`src/cdr_pkg.sv`:
```
`timescale 1ns / 1ps
// shared constants, codes and control structs of the character display refresh engine
package cdr_pkg;

	// screen geometry
	localparam int MAX_ROWS    = 4;
	localparam int MAX_COLS    = 32;
	localparam int SCREEN_SIZE = MAX_ROWS * MAX_COLS;
	localparam int ADDR_W      = (SCREEN_SIZE > 1) ? $clog2(SCREEN_SIZE) : 1;
	localparam int COL_W       = (MAX_COLS > 1) ? $clog2(MAX_COLS) : 1;
	localparam int CNT_W       = $clog2(MAX_COLS + 1);

	// field and register widths
	localparam int OP_W    = 2;
	localparam int ROW_W   = 2;
	localparam int COLF_W  = 5;
	localparam int BYTE_W  = 8;
	localparam int RROWS_W = 3;
	localparam int RCOLS_W = 6;
	localparam int GAP_W   = 5;
	localparam int PADDR_W = 4;
	localparam int PDATA_W = 32;

	// register reset values
	localparam logic [RROWS_W-1:0] ROWS_RST = 3'd2;
	localparam logic [RCOLS_W-1:0] COLS_RST = 6'd16;
	localparam logic [GAP_W-1:0]   GAP_RST  = 5'd4;
	localparam logic [GAP_W-1:0]   MIN_GAP  = 5'd2;

	// display bytes
	localparam logic [BYTE_W-1:0] SPACE_CHAR = 8'h20;
	localparam logic [BYTE_W-1:0] CMD_HOME   = 8'h01;
	localparam logic [BYTE_W-1:0] CMD_CURSOR = 8'h11;
	localparam logic [BYTE_W-1:0] CMD_CLEAR  = 8'h0C;

	typedef enum logic [OP_W-1:0] {
		OP_PUT,
		OP_SOFT_CLR,
		OP_FULL_CLR,
		OP_FLUSH
	} op_t;

	typedef enum logic [1:0] {
		REG_ROWS,
		REG_COLS,
		REG_GAP
	} reg_t;

	typedef enum logic [2:0] {
		EM_NONE,
		EM_CLEAR,
		EM_HOME,
		EM_CURSOR,
		EM_COL,
		EM_ROW,
		EM_DATA
	} emit_t;

	typedef struct packed {
		logic [RROWS_W-1:0] rows_used;
		logic [RCOLS_W-1:0] cols_used;
		logic [GAP_W-1:0]   gap_limit;
	} cfg_t;

	// controller to datapath
	typedef struct packed {
		logic  take;
		logic  ld_step;
		logic  scan_init;
		logic  scan_step;
		logic  look_init;
		logic  look_step;
		logic  data_step;
		logic  resume;
		emit_t emit;
	} cmd_t;

	// datapath to controller
	typedef struct packed {
		op_t  req_op;
		logic flush_ok;
		logic out_free;
		logic ld_done;
		logic ld_busy;
		logic c_end;
		logic c_diff;
		logic k_end;
		logic k_diff;
		logic eq_over;
		logic home;
		logic data_end;
	} st_t;

endpackage

```
`src/cdr_ram.sv`:
```
`timescale 1ns / 1ps
// generic single write port ram with registered read
module cdr_ram #(
	parameter int WIDTH = 8,
	parameter int DEPTH = 128
) (
	input  logic                     clk,
	input  logic                     we,
	input  logic [$clog2(DEPTH)-1:0] waddr,
	input  logic [WIDTH-1:0]         wdata,
	input  logic [$clog2(DEPTH)-1:0] raddr,
	output logic [WIDTH-1:0]         rdata
);

	logic [WIDTH-1:0] mem [DEPTH];

	always_ff @(posedge clk) begin
		if (we) begin
			mem[waddr] <= wdata;
		end
		rdata <= mem[raddr];
	end

endmodule

```
`src/cdr_dp.sv`:
```
`timescale 1ns / 1ps
// screen stores, row buffer, run counters and output register
module cdr_dp import cdr_pkg::*; (
	input  logic              clk,
	input  logic              arst_n,
	input  cfg_t              cfg,
	input  cmd_t              cmd,
	output st_t               st,
	input  logic [OP_W-1:0]   in_opcode,
	input  logic [ROW_W-1:0]  in_row,
	input  logic [COLF_W-1:0] in_col,
	input  logic [BYTE_W-1:0] in_char,
	input  logic              out_ready,
	output logic              out_valid,
	output logic [BYTE_W-1:0] out_byte,
	output logic              out_last
);

	localparam int EFF_W = 7;

	// effective register values
	logic [EFF_W-1:0] rows_x, cols_x, eff_rows, eff_cols;
	logic [CNT_W-1:0] nc;
	logic [GAP_W-1:0] gap_eff;

	assign rows_x   = EFF_W'(cfg.rows_used);
	assign cols_x   = EFF_W'(cfg.cols_used);
	assign eff_rows = (rows_x == '0) ? EFF_W'(1) :
	                  (rows_x > EFF_W'(MAX_ROWS)) ? EFF_W'(MAX_ROWS) : rows_x;
	assign eff_cols = (cols_x == '0) ? EFF_W'(1) :
	                  (cols_x > EFF_W'(MAX_COLS)) ? EFF_W'(MAX_COLS) : cols_x;
	assign nc       = CNT_W'(eff_cols);
	assign gap_eff  = (cfg.gap_limit < MIN_GAP) ? MIN_GAP : cfg.gap_limit;

	// request decode
	op_t  op;
	logic row_ok, put_ok, do_put, do_soft, do_full, do_flush;

	assign op       = op_t'(in_opcode);
	assign row_ok   = EFF_W'(in_row) < eff_rows;
	assign put_ok   = row_ok && (EFF_W'(in_col) < eff_cols);
	assign do_put   = cmd.take && (op == OP_PUT) && put_ok;
	assign do_soft  = cmd.take && (op == OP_SOFT_CLR);
	assign do_full  = cmd.take && (op == OP_FULL_CLR);
	assign do_flush = cmd.take && (op == OP_FLUSH);

	// state registers
	logic [ROW_W-1:0]       row_q;
	logic [CNT_W-1:0]       ld_q;
	logic                   ld_v_s1;
	logic [COL_W-1:0]       ld_col_s1;
	logic                   pv_s1, sv_s1;
	logic [SCREEN_SIZE-1:0] pvld_q, svld_q;
	logic [BYTE_W-1:0]      pbuf_q [MAX_COLS];
	logic [MAX_COLS-1:0]    diff_q;
	logic [CNT_W-1:0]       c_q, k_q;
	logic [COL_W-1:0]       end_q, b_q;
	logic [GAP_W-1:0]       eq_q;
	logic                   out_v_q;
	logic [BYTE_W-1:0]      out_byte_q;
	logic                   out_last_q;

	// store addressing
	logic [ADDR_W-1:0] put_addr, rd_addr, sw_addr;
	logic [BYTE_W-1:0] pend_rd, shown_rd, pend_val, shown_val;

	assign put_addr  = ADDR_W'(32'(in_row) * MAX_COLS + 32'(in_col));
	assign rd_addr   = ADDR_W'(32'(row_q) * MAX_COLS + 32'(ld_q[COL_W-1:0]));
	assign sw_addr   = ADDR_W'(32'(row_q) * MAX_COLS + 32'(ld_col_s1));
	assign pend_val  = pv_s1 ? pend_rd : SPACE_CHAR;
	assign shown_val = sv_s1 ? shown_rd : SPACE_CHAR;

	cdr_ram #(.WIDTH(BYTE_W), .DEPTH(SCREEN_SIZE)) u_pend (
		.clk  (clk),
		.we   (do_put),
		.waddr(put_addr),
		.wdata(in_char),
		.raddr(rd_addr),
		.rdata(pend_rd)
	);

	// the shown row is overwritten with the pending row as it streams in
	cdr_ram #(.WIDTH(BYTE_W), .DEPTH(SCREEN_SIZE)) u_shown (
		.clk  (clk),
		.we   (ld_v_s1),
		.waddr(sw_addr),
		.wdata(pend_val),
		.raddr(rd_addr),
		.rdata(shown_rd)
	);

	// status
	logic more_diff;

	assign more_diff   = |(diff_q >> k_q);
	assign st.req_op   = op;
	assign st.flush_ok = row_ok;
	assign st.out_free = !out_v_q || out_ready;
	assign st.ld_done  = (ld_q == CNT_W'(MAX_COLS));
	assign st.ld_busy  = ld_v_s1;
	assign st.c_end    = (c_q >= nc);
	assign st.c_diff   = !st.c_end && diff_q[c_q[COL_W-1:0]];
	assign st.k_end    = (k_q >= nc);
	assign st.k_diff   = !st.k_end && diff_q[k_q[COL_W-1:0]];
	assign st.eq_over  = (eq_q >= gap_eff);
	assign st.home     = (row_q == '0) && (c_q == '0);
	assign st.data_end = (b_q == end_q);

	// emitted byte
	logic [BYTE_W-1:0] em_byte;
	logic              em_last;

	always_comb begin
		em_last = 1'b0;
		case (cmd.emit)
			EM_CLEAR: begin
				em_byte = CMD_CLEAR;
				em_last = 1'b1;
			end
			EM_HOME:   em_byte = CMD_HOME;
			EM_CURSOR: em_byte = CMD_CURSOR;
			EM_COL:    em_byte = BYTE_W'(c_q);
			EM_ROW:    em_byte = BYTE_W'(row_q);
			EM_DATA: begin
				em_byte = pbuf_q[b_q];
				em_last = st.data_end && !more_diff;
			end
			default:   em_byte = '0;
		endcase
	end

	always_ff @(posedge clk or negedge arst_n) begin
		if (!arst_n) begin
			pvld_q  <= '0;
			svld_q  <= '0;
			ld_q    <= '0;
			ld_v_s1 <= 1'b0;
			c_q     <= '0;
			k_q     <= '0;
			end_q   <= '0;
			b_q     <= '0;
			eq_q    <= '0;
			out_v_q <= 1'b0;
		end else begin
			if (do_soft || do_full) begin
				pvld_q <= '0;
			end else if (do_put) begin
				pvld_q[put_addr] <= 1'b1;
			end
			if (do_full) begin
				svld_q <= '0;
			end else if (ld_v_s1) begin
				svld_q[sw_addr] <= 1'b1;
			end

			if (do_flush) begin
				ld_q <= '0;
			end else if (cmd.ld_step) begin
				ld_q <= ld_q + 1'b1;
			end
			ld_v_s1 <= cmd.ld_step;

			if (cmd.scan_init) begin
				c_q <= '0;
			end else if (cmd.scan_step) begin
				c_q <= c_q + 1'b1;
			end else if (cmd.resume) begin
				c_q <= k_q;
			end

			if (cmd.look_init) begin
				k_q   <= c_q + 1'b1;
				end_q <= c_q[COL_W-1:0];
				b_q   <= c_q[COL_W-1:0];
				eq_q  <= '0;
			end else if (cmd.look_step) begin
				k_q <= k_q + 1'b1;
				if (st.k_diff) begin
					end_q <= k_q[COL_W-1:0];
					eq_q  <= '0;
				end else begin
					eq_q <= eq_q + 1'b1;
				end
			end else if (cmd.data_step) begin
				b_q <= b_q + 1'b1;
			end

			if (cmd.emit != EM_NONE) begin
				out_v_q <= 1'b1;
			end else if (out_ready) begin
				out_v_q <= 1'b0;
			end
		end
	end

	always_ff @(posedge clk) begin
		if (do_flush) begin
			row_q <= in_row;
		end
		if (cmd.ld_step) begin
			ld_col_s1 <= ld_q[COL_W-1:0];
			pv_s1     <= pvld_q[rd_addr];
			sv_s1     <= svld_q[rd_addr];
		end
		if (ld_v_s1) begin
			pbuf_q[ld_col_s1] <= pend_val;
			diff_q[ld_col_s1] <= (CNT_W'(ld_col_s1) < nc) && (pend_val != shown_val);
		end
		if (cmd.emit != EM_NONE) begin
			out_byte_q <= em_byte;
			out_last_q <= em_last;
		end
	end

	assign out_valid = out_v_q;
	assign out_byte  = out_byte_q;
	assign out_last  = out_last_q;

	a_emit_slot: assert property (@(posedge clk) disable iff (!arst_n)
		(cmd.emit != EM_NONE) |-> (!out_v_q || out_ready))
		else $error("byte emitted into an occupied output register");

	a_run_order: assert property (@(posedge clk) disable iff (!arst_n)
		(cmd.emit == EM_DATA) |-> (b_q <= end_q))
		else $error("data byte beyond the end of its run");

	a_gap_bound: assert property (@(posedge clk) disable iff (!arst_n)
		cmd.look_step |-> (st.k_diff || (eq_q < gap_eff)))
		else $error("run absorbed more equal bytes than the gap allows");

	a_load_copy: assert property (@(posedge clk) disable iff (!arst_n)
		ld_v_s1 |-> (cmd.emit == EM_NONE))
		else $error("byte emitted while the row is still loading");

endmodule

```
`config.mk`:
```
export PLATFORM = sky130hd
export DESIGN_NAME = cdr_dp
export DESIGN_NICKNAME = d
export VERILOG_FILES = /design/src/cdr_pkg.sv /design/src/cdr_ram.sv /design/src/cdr_dp.sv
export SDC_FILE = /design/constraint.sdc
export NUM_CORES = 2
export LEC_CHECK = 0
export BUFFER_PORTS_ARGS = -buffer_cell sky130_fd_sc_hd__buf_2
export CORE_ASPECT_RATIO = 1.75
export CORE_UTILIZATION = 56
export DETAILED_ROUTE_END_ITERATION = 16
export PLACE_DENSITY = 0.72
export SLEW_MARGIN = 20
export SYNTH_ARGS = -nofsm -noshare
export SYNTH_HDL_FRONTEND = slang
export SYNTH_SLANG_ARGS = --single-unit
export TNS_END_PERCENT = 5
```
`constraint.sdc`:
```
create_clock -name clk -period 7.9 [get_ports clk]
set_clock_uncertainty 0.2 [all_clocks]
set_input_delay 1.185 -clock clk [delete_from_list [all_inputs] [get_ports clk]]
set_output_delay 1.185 -clock clk [all_outputs]
set_load 0.05 [all_outputs]
```
==> results.py <==
metrics = {
    "die": {
        "rows": 210,
        "die_w_um": 330,
        "die_h_um": 577,
        "dieArea_mm2": 0.190,
        "io_pins": 68,
        "start_util": 0.565,
        "core_area_mm2": 0.187,
    },
    "power_and_ir_drop": {
        "swShare": 0.277,
        "pwr-share-comb": 0.238,
        "p_seq_frac": 0.446,
        "power.switching_mw": 10.0,
        "total_power_mw": 36.2,
        "peakVddDrop_uv": 332,
        "powerDensity_mw_per_mm2": 312,
        "intPower_mw": 26.2,
        "clkPwrFrac": 0.316,
        "leakage_nw": 37.9,
    },
    "setup_path": {
        "crit_family": "compound AO/OA/AOI/OAI gates",
        "critPathSlowestCell": "a21oi_1",
        "cp-start-kind": "input pin",
        "crit_path_end_kind": "output port",
        "slowest_delay_ps": 570,
        "worstPathCellList": "buf_2 > nor4_1 > nor2_1 > nor2_1 > ha_1 > nand2b_1 > a21o_1 > a21o_1 > a21oi_1 > o221ai_1 > inv_1 > buf_2",
        "cp_num_buf_inv": 3,
        "crit_fanout": 5,
        "crit_arrival_ps": 4360,
        "r2r_slack_ps": 3400,
        "path_class": "input pin to output port",
        "worstPathRequired_ps": 6510,
    },
    "placed_design": {
        "dp_slack_ps": 1720,
        "portBuffers": 67,
        "gp_congestion": 0.891,
        "dp_cells": 7378,
        "dp_hpwl_um": 164000,
    },
    "sta": {
        "rsz0062_at_grt": "false",
        "max_freq_ghz": 0.174,
        "period_share": 0.727,
        "hold_viol": 0,
        "fin_ws_ps": 2150,
        "drv_slew": 0,
        "setup_tns_ps": 0,
        "min_period_ps": 5750,
        "max_slew_margin": 0.230,
        "finalSetupViolCount": 0,
        "max_slew.worst_pin.slew_ps": 1150,
    },
    "cts": {
        "hold_buffers": 0,
        "cts.sinks": 2661,
        "clk_pin_slew_ps": 70,
        "cts_tree": "built",
        "post_cts_resized": 0,
        "cts-root-buf": "clkbuf_16",
        "post-cts-setup-buffers": 0,
        "clock_latency_ps": 870,
        "h-tree-depth": 4,
        "numCtsBuffers": 227,
        "ctsLongestPathBuffers": 4,
    },
    "logic_synthesis": {
        "ys_warn_count": 0,
        "synth-async-reset-ratio": 0.109,
        "synthCells": 5091,
        "syn_area_per_cell_um2": 20.7,
        "synth_fp_nets": 5169,
        "ys_seq_area_frac": 0.741,
        "yosys_most_used_dff": "edfxtp_1",
        "synth_edf_count": 2354,
        "synth_seq_cells": 2661,
        "synth_cell_types": 57,
        "netlist_area_mm2": 0.106,
    },
    "global_routing": {
        "grt_pass1_vias": 53280,
        "gr-usage-all-layers": 0.275,
        "grt_first_pass_wirelength_um": 372000,
        "grt_max_degree": 143,
        "antenna_found_initial": 4,
        "gr-total-overflow": 0,
    },
    "hold_path": {
        "holdCritPathClass": "input pin to asynchronous set/reset pin",
    },
    "finish": {
        "final_nets": 5248,
        "drive_above_1_share": 0.260,
        "area_growth_pct": 10.1,
        "stdcell_count": 7793,
    },
    "detailed_routing": {
        "via_per_inst": 6.57,
        "dr.pass1.iters": 8,
        "drc": 0,
        "dr.first_iter.drc_count": 5276,
        "wl_um": 256000,
        "vias": 51179,
        "wire_per_inst_um": 32.9,
        "ant_nets": 0,
    },
    "outcome": {
        "status": "finished clean",
    },
    "flow_run": {
        "cap_violations": 0,
    },
}
==> cells by family (layout without fill, tap and decap cells) <==
logic type / after synthesis / after routing / share of synthesized area
flip-flops: 2661 / 2661 / 0.741
AND/OR/NAND/NOR: 691 / 691 / 0.0278
other: 0 / 3 / 0
XOR/XNOR: 30 / 30 / 0.00249
multiplexers: 900 / 900 / 0.185
AO/OA/AOI/OAI: 415 / 415 / 0.0255
buffers and inverters: 361 / 622 / 0.0140
adder cells (fa/ha/maj): 33 / 33 / 0.00391
==> path summary, 6_finish.rpt <==
path / from / end / depth (start not counted)
min reg2reg: svld_q[6] / svld_q[6] / 1
max in group asynchronous: arst_n / pvld_q[0] / 2
max: cfg[6] / st[3] / 12
max reg2reg: ld_q[0] / u_pend.rdata[4] / 6
min: arst_n / k_q[4] / 1
min in group clk: svld_q[6] / svld_q[6] / 1
==> per-stage QoR <==
step / area, um^2 / utilization / hold slack, ps
global route: 116000 / 0.622 / 149
floorplan: 106000 / - / 220
global placement: 109000 / 0.581 / 267
finish: 116000 / 0.622 / 135
CTS: 116000 / 0.621 / 109
detailed placement: 109000 / 0.581 / 276
==> power groups by stage <==
stage                     logic [mW]  registers [mW]  clock network, mW
after floorplan                 5.95            16.3                  0
after global placement          8.63            16.5                  0
after detailed placement        8.71            16.5                  0
after CTS                       8.73            16.2               11.6
after global routing            8.96            16.2               12.0
final                           8.61            16.2               11.4
==> layer usage <==
| layer | GRT usage | part of all wire |
|---|---|---|
| met5 | 0 | 0.000043 |
| met4 | 0.149 | 0.063 |
| met3 | 0.0333 | 0.064 |
| met2 | 0.489 | 0.54 |
| met1 | 0.324 | 0.33 |
==> cell usage in the layout, fill, tap and decap left out, types with 14 or more instances in the layout <==
cell type,instances
bufinv_16,31
nand3_1,29
nor2_1,435
ha_1,33
clkbuf_16,228
o21ai_0,30
nand2b_1,24
mux2_2,18
mux2i_1,41
nor3_1,20
nand2_1,98
buf_12,14
clkinv_2,40
clkbuf_8,15
clkbuf_1,37
dfxtp_1,16
dfrtp_1,284
o21a_1,148
edfxtp_1,2354
buf_4,71
buf_2,58
xor2_1,17
clkinv_1,25
a21oi_1,149
inv_1,60
mux4_2,841
clkinvlp_4,15
nor2b_1,24
==> sequential cells by signal (all words and copies together) (netlist names), 8 cells and up <==
register and flops:
u_shown.mem 1024, diff_q 32, u_pend.rdata 8, out_byte 8
pvld_q 128, svld_q 128, u_shown.rdata 8, u_pend.mem 1024
pbuf_q 256
==> area by class of cell <==
class / count / area (um^2)
well taps: 2438 / 3050
diodes: 3 / 7.51
flip-flops and latches: 2661 / 78300
inverters: 66 / 255
fillers: 12595 / 70800
clock inverters: 131 / 1520
clock buffers: 280 / 6050
repair buffers: 145 / 1150
multi-input cells: 2069 / 26000
==> synth_stat cells (all sizes together) (17+ instances only) <==
cell type / instances / area (um^2)
a211oi: 18 / 135
a21oi: 149 / 746
buf: 112 / 547
clkbuf: 183 / 687
dfrtp: 291 / 7280
edfxtp: 2354 / 70700
ha: 33 / 413
inv: 66 / 248
mux2: 18 / 203
mux2i: 41 / 410
mux4: 841 / 18900
nand2: 100 / 375
nand2b: 26 / 163
nand3: 32 / 160
nor2: 437 / 1640
nor2b: 24 / 150
nor3: 21 / 105
o21a: 148 / 1110
o21ai: 30 / 150
xor2: 17 / 149
(Power assumes the default switching activity.)
