==> src/cdr_pkg.sv <==
`timescale 1ns / 1ps
// shared constants, codes and control structs of the character display refresh engine
package cdr_pkg;

	// screen geometry
	localparam int MAX_ROWS    = 4;
	localparam int MAX_COLS    = 32;
	localparam int SCREEN_SIZE = MAX_ROWS * MAX_COLS;
	localparam int ADDR_W      = (SCREEN_SIZE > 1) ? $clog2(SCREEN_SIZE) : 1;
	localparam int COL_W       = (MAX_COLS > 1) ? $clog2(MAX_COLS) : 1;
	localparam int CNT_W       = $clog2(MAX_COLS + 1);

	// field and register widths
	localparam int OP_W    = 2;
	localparam int ROW_W   = 2;
	localparam int COLF_W  = 5;
	localparam int BYTE_W  = 8;
	localparam int RROWS_W = 3;
	localparam int RCOLS_W = 6;
	localparam int GAP_W   = 5;
	localparam int PADDR_W = 4;
	localparam int PDATA_W = 32;

	// register reset values
	localparam logic [RROWS_W-1:0] ROWS_RST = 3'd2;
	localparam logic [RCOLS_W-1:0] COLS_RST = 6'd16;
	localparam logic [GAP_W-1:0]   GAP_RST  = 5'd4;
	localparam logic [GAP_W-1:0]   MIN_GAP  = 5'd2;

	// display bytes
	localparam logic [BYTE_W-1:0] SPACE_CHAR = 8'h20;
	localparam logic [BYTE_W-1:0] CMD_HOME   = 8'h01;
	localparam logic [BYTE_W-1:0] CMD_CURSOR = 8'h11;
	localparam logic [BYTE_W-1:0] CMD_CLEAR  = 8'h0C;

	typedef enum logic [OP_W-1:0] {
		OP_PUT,
		OP_SOFT_CLR,
		OP_FULL_CLR,
		OP_FLUSH
	} op_t;

	typedef enum logic [1:0] {
		REG_ROWS,
		REG_COLS,
		REG_GAP
	} reg_t;

	typedef enum logic [2:0] {
		EM_NONE,
		EM_CLEAR,
		EM_HOME,
		EM_CURSOR,
		EM_COL,
		EM_ROW,
		EM_DATA
	} emit_t;

	typedef struct packed {
		logic [RROWS_W-1:0] rows_used;
		logic [RCOLS_W-1:0] cols_used;
		logic [GAP_W-1:0]   gap_limit;
	} cfg_t;

	// controller to datapath
	typedef struct packed {
		logic  take;
		logic  ld_step;
		logic  scan_init;
		logic  scan_step;
		logic  look_init;
		logic  look_step;
		logic  data_step;
		logic  resume;
		emit_t emit;
	} cmd_t;

	// datapath to controller
	typedef struct packed {
		op_t  req_op;
		logic flush_ok;
		logic out_free;
		logic ld_done;
		logic ld_busy;
		logic c_end;
		logic c_diff;
		logic k_end;
		logic k_diff;
		logic eq_over;
		logic home;
		logic data_end;
	} st_t;

endpackage

==> src/cdr_ctrl.sv <==
`timescale 1ns / 1ps
// sequencer for clears, row load, run search and byte emission
module cdr_ctrl import cdr_pkg::*; (
	input  logic clk,
	input  logic arst_n,
	input  logic in_valid,
	output logic in_ready,
	input  st_t  st,
	output cmd_t cmd
);

	typedef enum logic [3:0] {
		S_IDLE,
		S_CLEAR,
		S_LOAD,
		S_SCAN,
		S_LOOK,
		S_CMD0,
		S_CMD1,
		S_CMD2,
		S_DATA
	} state_t;

	state_t state_q;
	state_t state_nxt;

	always_comb begin
		cmd.take      = 1'b0;
		cmd.ld_step   = 1'b0;
		cmd.scan_init = 1'b0;
		cmd.scan_step = 1'b0;
		cmd.look_init = 1'b0;
		cmd.look_step = 1'b0;
		cmd.data_step = 1'b0;
		cmd.resume    = 1'b0;
		cmd.emit      = EM_NONE;
		in_ready      = 1'b0;
		state_nxt     = state_q;
		case (state_q)
			S_IDLE: begin
				in_ready = 1'b1;
				if (in_valid) begin
					cmd.take = 1'b1;
					case (st.req_op)
						OP_FULL_CLR: state_nxt = S_CLEAR;
						OP_FLUSH: begin
							if (st.flush_ok) begin
								state_nxt = S_LOAD;
							end
						end
						default: ;
					endcase
				end
			end
			S_CLEAR: begin
				if (st.out_free) begin
					cmd.emit  = EM_CLEAR;
					state_nxt = S_IDLE;
				end
			end
			S_LOAD: begin
				if (!st.ld_done) begin
					cmd.ld_step = 1'b1;
				end else if (!st.ld_busy) begin
					cmd.scan_init = 1'b1;
					state_nxt     = S_SCAN;
				end
			end
			S_SCAN: begin
				if (st.c_end) begin
					state_nxt = S_IDLE;
				end else if (st.c_diff) begin
					cmd.look_init = 1'b1;
					state_nxt     = S_LOOK;
				end else begin
					cmd.scan_step = 1'b1;
				end
			end
			S_LOOK: begin
				if (st.k_end) begin
					state_nxt = S_CMD0;
				end else if (st.k_diff || !st.eq_over) begin
					cmd.look_step = 1'b1;
				end else begin
					state_nxt = S_CMD0;
				end
			end
			S_CMD0: begin
				if (st.out_free) begin
					if (st.home) begin
						cmd.emit  = EM_HOME;
						state_nxt = S_DATA;
					end else begin
						cmd.emit  = EM_CURSOR;
						state_nxt = S_CMD1;
					end
				end
			end
			S_CMD1: begin
				if (st.out_free) begin
					cmd.emit  = EM_COL;
					state_nxt = S_CMD2;
				end
			end
			S_CMD2: begin
				if (st.out_free) begin
					cmd.emit  = EM_ROW;
					state_nxt = S_DATA;
				end
			end
			S_DATA: begin
				if (st.out_free) begin
					cmd.emit = EM_DATA;
					if (st.data_end) begin
						cmd.resume = 1'b1;
						state_nxt  = S_SCAN;
					end else begin
						cmd.data_step = 1'b1;
					end
				end
			end
			default: state_nxt = S_IDLE;
		endcase
	end

	always_ff @(posedge clk or negedge arst_n) begin
		if (!arst_n) begin
			state_q <= S_IDLE;
		end else begin
			state_q <= state_nxt;
		end
	end

endmodule

==> config.mk <==
export PLATFORM = sky130hd
export DESIGN_NAME = cdr_ctrl
export DESIGN_NICKNAME = d
export VERILOG_FILES = /design/src/cdr_pkg.sv /design/src/cdr_ctrl.sv
export SDC_FILE = /design/constraint.sdc
export NUM_CORES = 1
export LEC_CHECK = 0
export BUFFER_PORTS_ARGS = -buffer_cell sky130_fd_sc_hd__buf_2
export CORE_AREA = 2 2 39 41
export CTS_CLUSTER_SIZE = 30
export DETAILED_ROUTE_END_ITERATION = 6
export DIE_AREA = 0 0 41 43
export GPL_TIMING_DRIVEN = 0
export PLACE_DENSITY_LB_ADDON = 0.2
export SYNTH_ARGS = -nofsm -noshare
export SYNTH_HDL_FRONTEND = slang
export SYNTH_SLANG_ARGS = --single-unit
==> constraint.sdc <==
create_clock -name clk -period 2.9 [get_ports clk]
set_input_delay 0.145 -clock clk [delete_from_list [all_inputs] [get_ports clk]]
set_output_delay 0.145 -clock clk [all_outputs]
set_load 0.05 [all_outputs]
==> results summary, run 1 <==
The worst flop-to-flop path endpoint is state_q[3]$_DFFE_PN0P_. The number of diodes added for antenna fixing came out at 0. The post-synth design cell area is 533 um2.

The number of max-cap violations is 0. The die footprint came out at 0.00176 mm2. The main combinational cell family by area after synthesis is simple AND/OR/NAND/NOR gates. The prevailing post-synth register cell is sky130_fd_sc_hd__dfrtp_1. The share of the Yosys chip area taken by registers is 0.188. After detailed routing, the met3 layer carries 78 um of wire. Setup repair after global routing left no endpoint under its margin. The total global-route track usage came out at 0.172. The port buffer count came out at 27.

The final number of setup-violating endpoints came out at 0. The overall die height came out at 43 um. The HPWL after detailed placement is 1070 um. The later-pin clock latency in the skew report came out at 0.23 ns. The detailed-route DRC error count is 0. The stage delay of the slowest cell on the critical path came out at 0.50 ns. The arrival time of data at the critical path endpoint came out at 1.73 ns. After detailed routing, no signal wire sits above met3. The flow ran to the end, and the final reports show no timing, DRC or antenna violations. Along the worst path, the maximum fanout reaches 10.

The initial utilization of the core area, before any placement, comes to 0.385. The final critical delay including setup and external delays is 1.87 ns. The number of setup buffers added after CTS is 0. The chip width came out at 41 um. The met1 wire length came out at 567 um.

The share of synthesized area spent on multiplexers is 0.103. The number of placed I/O pins came out at 28. In this run the clock root is driven by a sky130_fd_sc_hd__clkbuf_4.

For flop-to-flop paths, the worst setup slack is 1.05 ns. The floorplan has 14 rows. The number of nets with antenna violations after detailed routing is 0.

At the end of routability-driven placement, the weighted congestion stood at 0.769. The amount of wire on met2 after detailed routing came out at 630 um. The compound-gate portion of the synthesized area is 0.237. The wire length per cell came out at 11.5 um.

The register bit total from synthesis came out at 4. The worst slack on hold paths came out at 0.252 ns. The synthesized instance count is 64. By area the synthesized netlist is led by sky130_fd_sc_hd__dfrtp_1 19%, sky130_fd_sc_hd__mux2_4 8.5%, sky130_fd_sc_hd__nor2_1 7.0%.

The first detailed-routing pass ran for 4 iterations. The timing-limited maximum frequency came out at 534 MHz. The net count after synthesis came out at 80. Clock-pin slew was measured on the worst setup and hold paths at 0.04 ns. The largest net degree at the start of global routing is 11. The synthesized-area fraction occupied by adder cells came out at 0. The final routed wirelength across all metal layers came out at 1280 um. Across all layers, the routed design uses 591 vias. The wire length of the first global-routing pass is 2100 um. The number of hold-slack violations in the final timing report came out at 0. The register with the most flip-flops in the layout has 4 of them. The final total power is 0.000801 W. The number of unique standard cell types used by synthesis came out at 35. The worst register-to-register path begins at state_q[1]$_DFFE_PN0P_. The critical path goes through buf_6, or4b_4, nor3b_1, buf_2.

The number of cell instances on the worst register-to-register path came out at 5. The H-tree depth came out at 1. The total overflow left after global routing is 0.

In this run the worst hold path is classified as primary input to asynchronous set/reset pin. The synthesized area per cell is 8.33 um2. The area added between synthesis and finish came out at 35.2%. TritonCTS built the clock tree. The largest individual stage delay along the critical path comes from the cell sky130_fd_sc_hd__or4b_4. The initial antenna violation count came out at 0. The CTS buffer count came out at 3.

Data on the critical path is required at its endpoint by 2.76 ns. The register with the most flip-flops in the final layout is state_q. The core region is 0.00138 mm2.

The worst setup path is of the flip-flop to output port kind. The clock sink count came out at 4. On the final layout, the worst clock skew is 0.00164 ns. The initial detailed-routing violation count came out at 9. Of the total synthesized cell area, the portion taken by XOR and XNOR cells is 0. The synthesized design spends more area on one cell type than any other, namely sky130_fd_sc_hd__dfrtp_1. The startpoint kind of the worst setup timing path is a flip-flop.

At the pin with the least slew margin, the transition time is 0.420 ns. The critical path's top delay family is simple AND/OR/NAND/NOR gates. The number of flops mapped to enable cells by yosys is 0. The number of global-route vias before repair came out at 532. The per-cell via count in the routed design is 5.32. No sink is reached through more buffers than the 2 on the longest clock path.

The peak ir drop on the vdd network is 486 uV. STA classifies the critical path endpoint as an output port. The power per cell area came out at 1110 mW/mm2.

The setup TNS after final layout is 0 ns. The relative max-transition margin came out at 0.720. The count of warnings emitted by yosys came out at 0. The critical path buffer and inverter count came out at 2. The largest registers in the layout are state_q (4). The post-layout net count came out at 113.

The count of pins over their slew limit is 0. Of the total synthesized cell area, the portion taken by AND, OR, NAND and NOR gates is 0.406. The fraction of registers with async set/reset is 1.00. Summed over all cells, the static leakage comes to 0.356 nW. The share of cells above drive strength 1 came out at 0.474. The area share of the leading cell type in the synthesized netlist came out at 0.188. The launching instance or port of the critical path is state_q[3]$_DFFE_PN0P_. The part of the cycle the worst path needs came out at 0.646.
## layer usage
metal / up-vias / track usage
met3: 0 / 0.0628
met1: 271 / 0.218
li1: 301 / -
met2: 19 / 0.269
met5: - / 0
met4: 0 / 0.0400
## how the worst max path moves through the flow
stage / endpoint / slack [ns] / cells past startpoint
after CTS: cmd[8] / 1.01 / 4
after global placement: state_q[3]$_DFFE_PN0P_ / 1.08 / 6
final: cmd[8] / 1.03 / 4
after floorplan: state_q[0]$_DFFE_PN0P_ / 0.44 / 5
after detailed placement: state_q[3]$_DFFE_PN0P_ / 1.04 / 5
after global routing: cmd[1] / 0.83 / 5
## cells in the final DEF (no fill, tap or decap), types with 2 or more instances in the layout
| cell type | netlist | layout |
|---|---|---|
| sky130_fd_sc_hd__nor3_1 | 3 | 3 |
| sky130_fd_sc_hd__nand2_1 | 5 | 5 |
| sky130_fd_sc_hd__clkbuf_4 | 0 | 3 |
| sky130_fd_sc_hd__inv_1 | 3 | 3 |
| sky130_fd_sc_hd__buf_2 | 1 | 28 |
| sky130_fd_sc_hd__clkbuf_1 | 2 | 2 |
| sky130_fd_sc_hd__nand2b_1 | 2 | 2 |
| sky130_fd_sc_hd__dfrtp_1 | 4 | 4 |
| sky130_fd_sc_hd__nand3_1 | 2 | 2 |
| sky130_fd_sc_hd__a21oi_1 | 3 | 3 |
| sky130_fd_sc_hd__and3_1 | 3 | 3 |
| sky130_fd_sc_hd__mux2_4 | 3 | 3 |
| sky130_fd_sc_hd__nor2_1 | 10 | 10 |
## where the power goes
group           total, W  leakage, nW  switching, W  internal [W]
registers       0.000112       0.0514     0.0000289     0.0000832
clock network  0.0000677       0.0138     0.0000215     0.0000462
logic           0.000621        0.291      0.000365      0.000256
## logic make-up after synthesis
kind of cell,after synthesis
AND/OR/NAND/NOR,36
multiplexers,4
flip-flops,4
buffers and inverters,7
AO/OA/AOI/OAI,13
## metrics by stage
stage,instance area [um2],std cells,utilization,setup slack (ns)
after detailed placement,688,107,0.497,1.04
after global routing,721,111,0.521,0.834
after CTS,721,111,0.521,1.01
after global placement,688,107,0.497,1.08
after floorplan,533,64,-,0.443
final,721,111,0.521,1.03
## Yosys cell counts, types with 2 or more instances
library cell and count:
sky130_fd_sc_hd__nand3_1 2, sky130_fd_sc_hd__a21oi_1 3, sky130_fd_sc_hd__nor2_1 10, sky130_fd_sc_hd__mux2_4 3, sky130_fd_sc_hd__clkbuf_1 2, sky130_fd_sc_hd__inv_1 3
sky130_fd_sc_hd__nand2_1 5, sky130_fd_sc_hd__nand2b_1 2, sky130_fd_sc_hd__dfrtp_1 4, sky130_fd_sc_hd__and3_1 3, sky130_fd_sc_hd__nor3_1 3
## layout make-up
cell class / instances / area [um2]
fill: 156 / 663
tap: 16 / 20.0
clock buffer: 3 / 22.5
buffer: 4 / 23.8
multi-input combinational: 53 / 398
sequential: 4 / 100
inverter: 3 / 11.3
timing repair buffer: 28 / 145
## repair_timing
action | CTS | global route
hold buffers | 1 | 0
gates resized for setup | 0 | 0
hold endpoints to repair | 4 | 0
No activity file was read; power rests on OpenSTA's default activity.
==> run 2, diff against run 1 <==
--- a/config.mk
+++ b/config.mk
@@ -5,6 +5,7 @@
 export SDC_FILE = /design/constraint.sdc
 export NUM_CORES = 1
 export LEC_CHECK = 0
+export ABC_AREA = 1
 export BUFFER_PORTS_ARGS = -buffer_cell sky130_fd_sc_hd__buf_2
 export CORE_AREA = 2 2 39 41
 export CTS_CLUSTER_SIZE = 30
==> constraint.sdc (replaced) <==
create_clock -name clk -period 1.8 [get_ports clk]
set_input_delay 0.09 -clock clk [delete_from_list [all_inputs] [get_ports clk]]
set_output_delay 0.09 -clock clk [all_outputs]
set_load 0.05 [all_outputs]
==> results summary, run 2 <==
The per-cell via count in the routed design came out at 4.89. Counting the buffers created by CTS gives 3. In this run the horizontal extent of the chip is 41 um. The most frequently used cell type in the post-synthesis netlist is sky130_fd_sc_hd__nand2_1. The initial detailed-routing violation count came out at 9. The area share of the leading cell type in the synthesized netlist came out at 0.193. The port buffer count is 27. The weighted congestion reported at the end of routability-driven placement is 0.852. The later-pin clock latency in the skew report came out at 0.23 ns.

The count of pins over their slew limit is 0. The worst setup path is launched from a flip-flop. Yosys attributes the largest share of cell area to sky130_fd_sc_hd__nand2_1 19%, sky130_fd_sc_hd__dfrtp_1 18%, sky130_fd_sc_hd__inv_1 12%.

The die footprint came out at 0.00176 mm2. The area added between synthesis and finish came out at 40.0%. The setup TNS after final layout came out at 0 ns. In this design, the critical path's most frequently occurring cell is sky130_fd_sc_hd__nand2_1.

The clock transition at the registers of the reported paths came out at 0.04 ns. The arrival time of data at the critical path endpoint came out at 1.58 ns. The register bank with the most flops is state_q. The layer flagged by global routing as most heavily used is met2. The number of fill cells in the layout is 138. The worst-case IR drop observed on VDD is 792 uV. The detailed-route DRC error count came out at 0.

The global-route track usage on met3 came out at 0.0157. The met1 track utilization from global routing came out at 0.246. TritonCTS built the clock tree. The largest registers in the layout are state_q (4).

The estimated wirelength of the detail-placed design is 1230 um. The number of placed I/O pins came out at 28. The clock root buffer is sky130_fd_sc_hd__clkbuf_4. The maximum clock insertion buffer count came out at 2.

The launching instance or port of the critical path is state_q[2]$_DFFE_PN0P_. Clock tree synthesis found a total of 4 sinks. The first-pass iteration count of the detailed router came out at 4. The wire length of the first global-routing pass is 2330 um.

The number of diodes added for antenna fixing is 0. The number of nets with antenna violations after detailed routing came out at 0. The synthesized instance count is 101. The stage delay of the slowest cell on the critical path is 0.43 ns. The commonest cells after synthesis are 28 x sky130_fd_sc_hd__nand2_1, 17 x sky130_fd_sc_hd__inv_1, 14 x sky130_fd_sc_hd__nor2_1, 12 x sky130_fd_sc_hd__nand3_1, 5 x sky130_fd_sc_hd__nor2_2. The synthesized area per cell came out at 5.39 um2. The cell type with the highest aggregate area in the netlist is sky130_fd_sc_hd__nand2_1. The launching point of the worst reg2reg path is state_q[2]$_DFFE_PN0P_. The worst min-delay path class is primary input to asynchronous set/reset pin.

The element type at the critical path end is an output port. The relative max-transition margin is 0.790. The fraction of registers with async set/reset came out at 1.00. For this run, the register share of the synthesized area comes to 0.184. The number of hold-slack violations in the final timing report is 0.

Clock skew on the completed layout was measured at 0.00281 ns. On the critical path, the stage with the largest delay is an instance of sky130_fd_sc_hd__dfrtp_1. In the global route stage, met2 resource usage came out at 0.297. The number of max-cap violations came out at 0. The post-layout net count is 150. The library cell used most frequently in the layout, excluding fill and tap cells, is sky130_fd_sc_hd__nand2_1. In the synthesized netlist the dominant register cell turns out to be sky130_fd_sc_hd__dfrtp_1.

The wire length per cell is 9.92 um. The number of global-route vias before repair came out at 626. The core area is 0.00138 mm2.

The initial cell density of the core came out at 0.393. The measured slew at the worst slew-check pin is 0.314 ns. The number of unique standard cell types used by synthesis came out at 14. The floorplan has 14 rows.

The net count after synthesis is 117. Dividing total power by cell area gives a power density of 1240 mW/mm2. The final routed wirelength across all metal layers came out at 1470 um. Dividing the final minimum period by the clock period gives 0.928. Leaving out fill and tap cells, the most frequent cells in the layout are 28 x sky130_fd_sc_hd__nand2_1, 26 x sky130_fd_sc_hd__buf_2, 17 x sky130_fd_sc_hd__inv_1. The largest net degree at the start of global routing is 9. The data required time at the worst endpoint is 1.71 ns. The overall die height came out at 43 um. For this run, the share of the core covered by cells in the final layout is 0.551. The number of flops mapped to enable cells by yosys is 0. The worst slack on hold paths is 0.194 ns. The final number of setup-violating endpoints is 0. The share of cells above drive strength 1 came out at 0.356. CTS built an H-tree with a depth of 1.

The post-synth design cell area is 544 um2. The number of flip-flops in the largest register is 4. The flow ran to the end, and the final reports show no timing, DRC or antenna violations. The final critical delay including setup and external delays came out at 1.67 ns. Detailed routing inserted a total of 724 vias. Across all register-to-register paths, the minimum setup slack is 0.38 ns. Across every metal layer, demand over resource in global routing totals 0.184.

The count of warnings emitted by yosys is 0. Setup repair after global routing left no endpoint under its margin. In this run the worst path has a maximum fanout of 6.

The register bit total from synthesis is 4. The remaining global-route overflow came out at 0. The static leakage power came out at 0.478 nW. The initial antenna violation count came out at 0.

The category of the critical setup timing path is flip-flop to output port. Walking the worst path, the cells encountered are inv_1, nor2_4, nand2_1, nand3_2, nand2_1, a21oi_1, buf_2. Total power for the finished layout comes to 0.000948 W. The timing-limited maximum frequency is 599 MHz.
run 2: cell count changes after synthesis, sizes merged, moves of 3 or more:
cell,change
and3,-3
nor2,+9
nand4,+3
nand2,+27
nand3,+12
inv,+14
mux2,-3
run 2: kinds of logic after synthesis:
kind of cell    Yosys count  synth area share
compound gates            8            0.0759
flops                     4             0.184
simple gates             72             0.623
buf+inv                  17             0.117
run 2: cell type report:
class	instances	area, um2	area share
multi-input cells	80	405	0.532
repair buffers	28	148	0.194
flip-flops and latches	4	103	0.135
inverters	17	63.8	0.0837
clock buffers	3	22.5	0.0296
well taps	16	20.0	0.0263
run 2: metal layers:
metal | vias up | share of wire
met5 | - | 0
met2 | 21 | 0.51
met4 | 0 | 0
li1 | 386 | -
met1 | 317 | 0.45
met3 | 0 | 0.039
run 2: final timing paths:
| path | endpoint | depth (start not counted) |
|---|---|---|
| worst max-delay path | cmd[2] | 7 |
| worst min-delay path | state_q[0]$_DFFE_PN0P_ | 2 |
| worst max register to register | state_q[2]$_DFFE_PN0P_ | 8 |
| worst min register to register | state_q[3]$_DFFE_PN0P_ | 2 |
| max in group asynchronous | state_q[3]$_DFFE_PN0P_ | 2 |
| min in group clk | state_q[3]$_DFFE_PN0P_ | 5 |
run 2: where the power goes:
group	switching [W]	leakage [nW]	total (W)	internal [W]
sequential	0.0000525	0.0503	0.000173	0.000120
clock	0.0000348	0.0138	0.000109	0.0000745
combinational	0.000472	0.414	0.000666	0.000194
run 2: worst max-delay path, delay by kind of cell, from the launching register on:
kind,cells,cell delay (ns)
AND/OR/NAND/NOR,4,0.43
flip-flops,1,0.43
buffers and inverters,2,0.37
AO/OA/AOI/OAI,1,0.11
run 2: repair_timing:
action | 4_1_cts | 5_1_grt
endpoints found under the hold margin | 4 | 0
endpoints found under the setup margin | 0 | 2
gates resized for setup | 0 | 6
hold buffers | 1 | 0
buffers inserted | 0 | 0
run 2: metrics by stage:
step / area, um2 / cells / setup slack, ns
after floorplan: 559 / 101 / 0.00825
after detailed placement: 714 / 144 / 0.273
after global placement: 714 / 144 / 0.263
final: 762 / 148 / 0.129
after global routing: 762 / 148 / 0.0174
after CTS: 747 / 148 / 0.0201
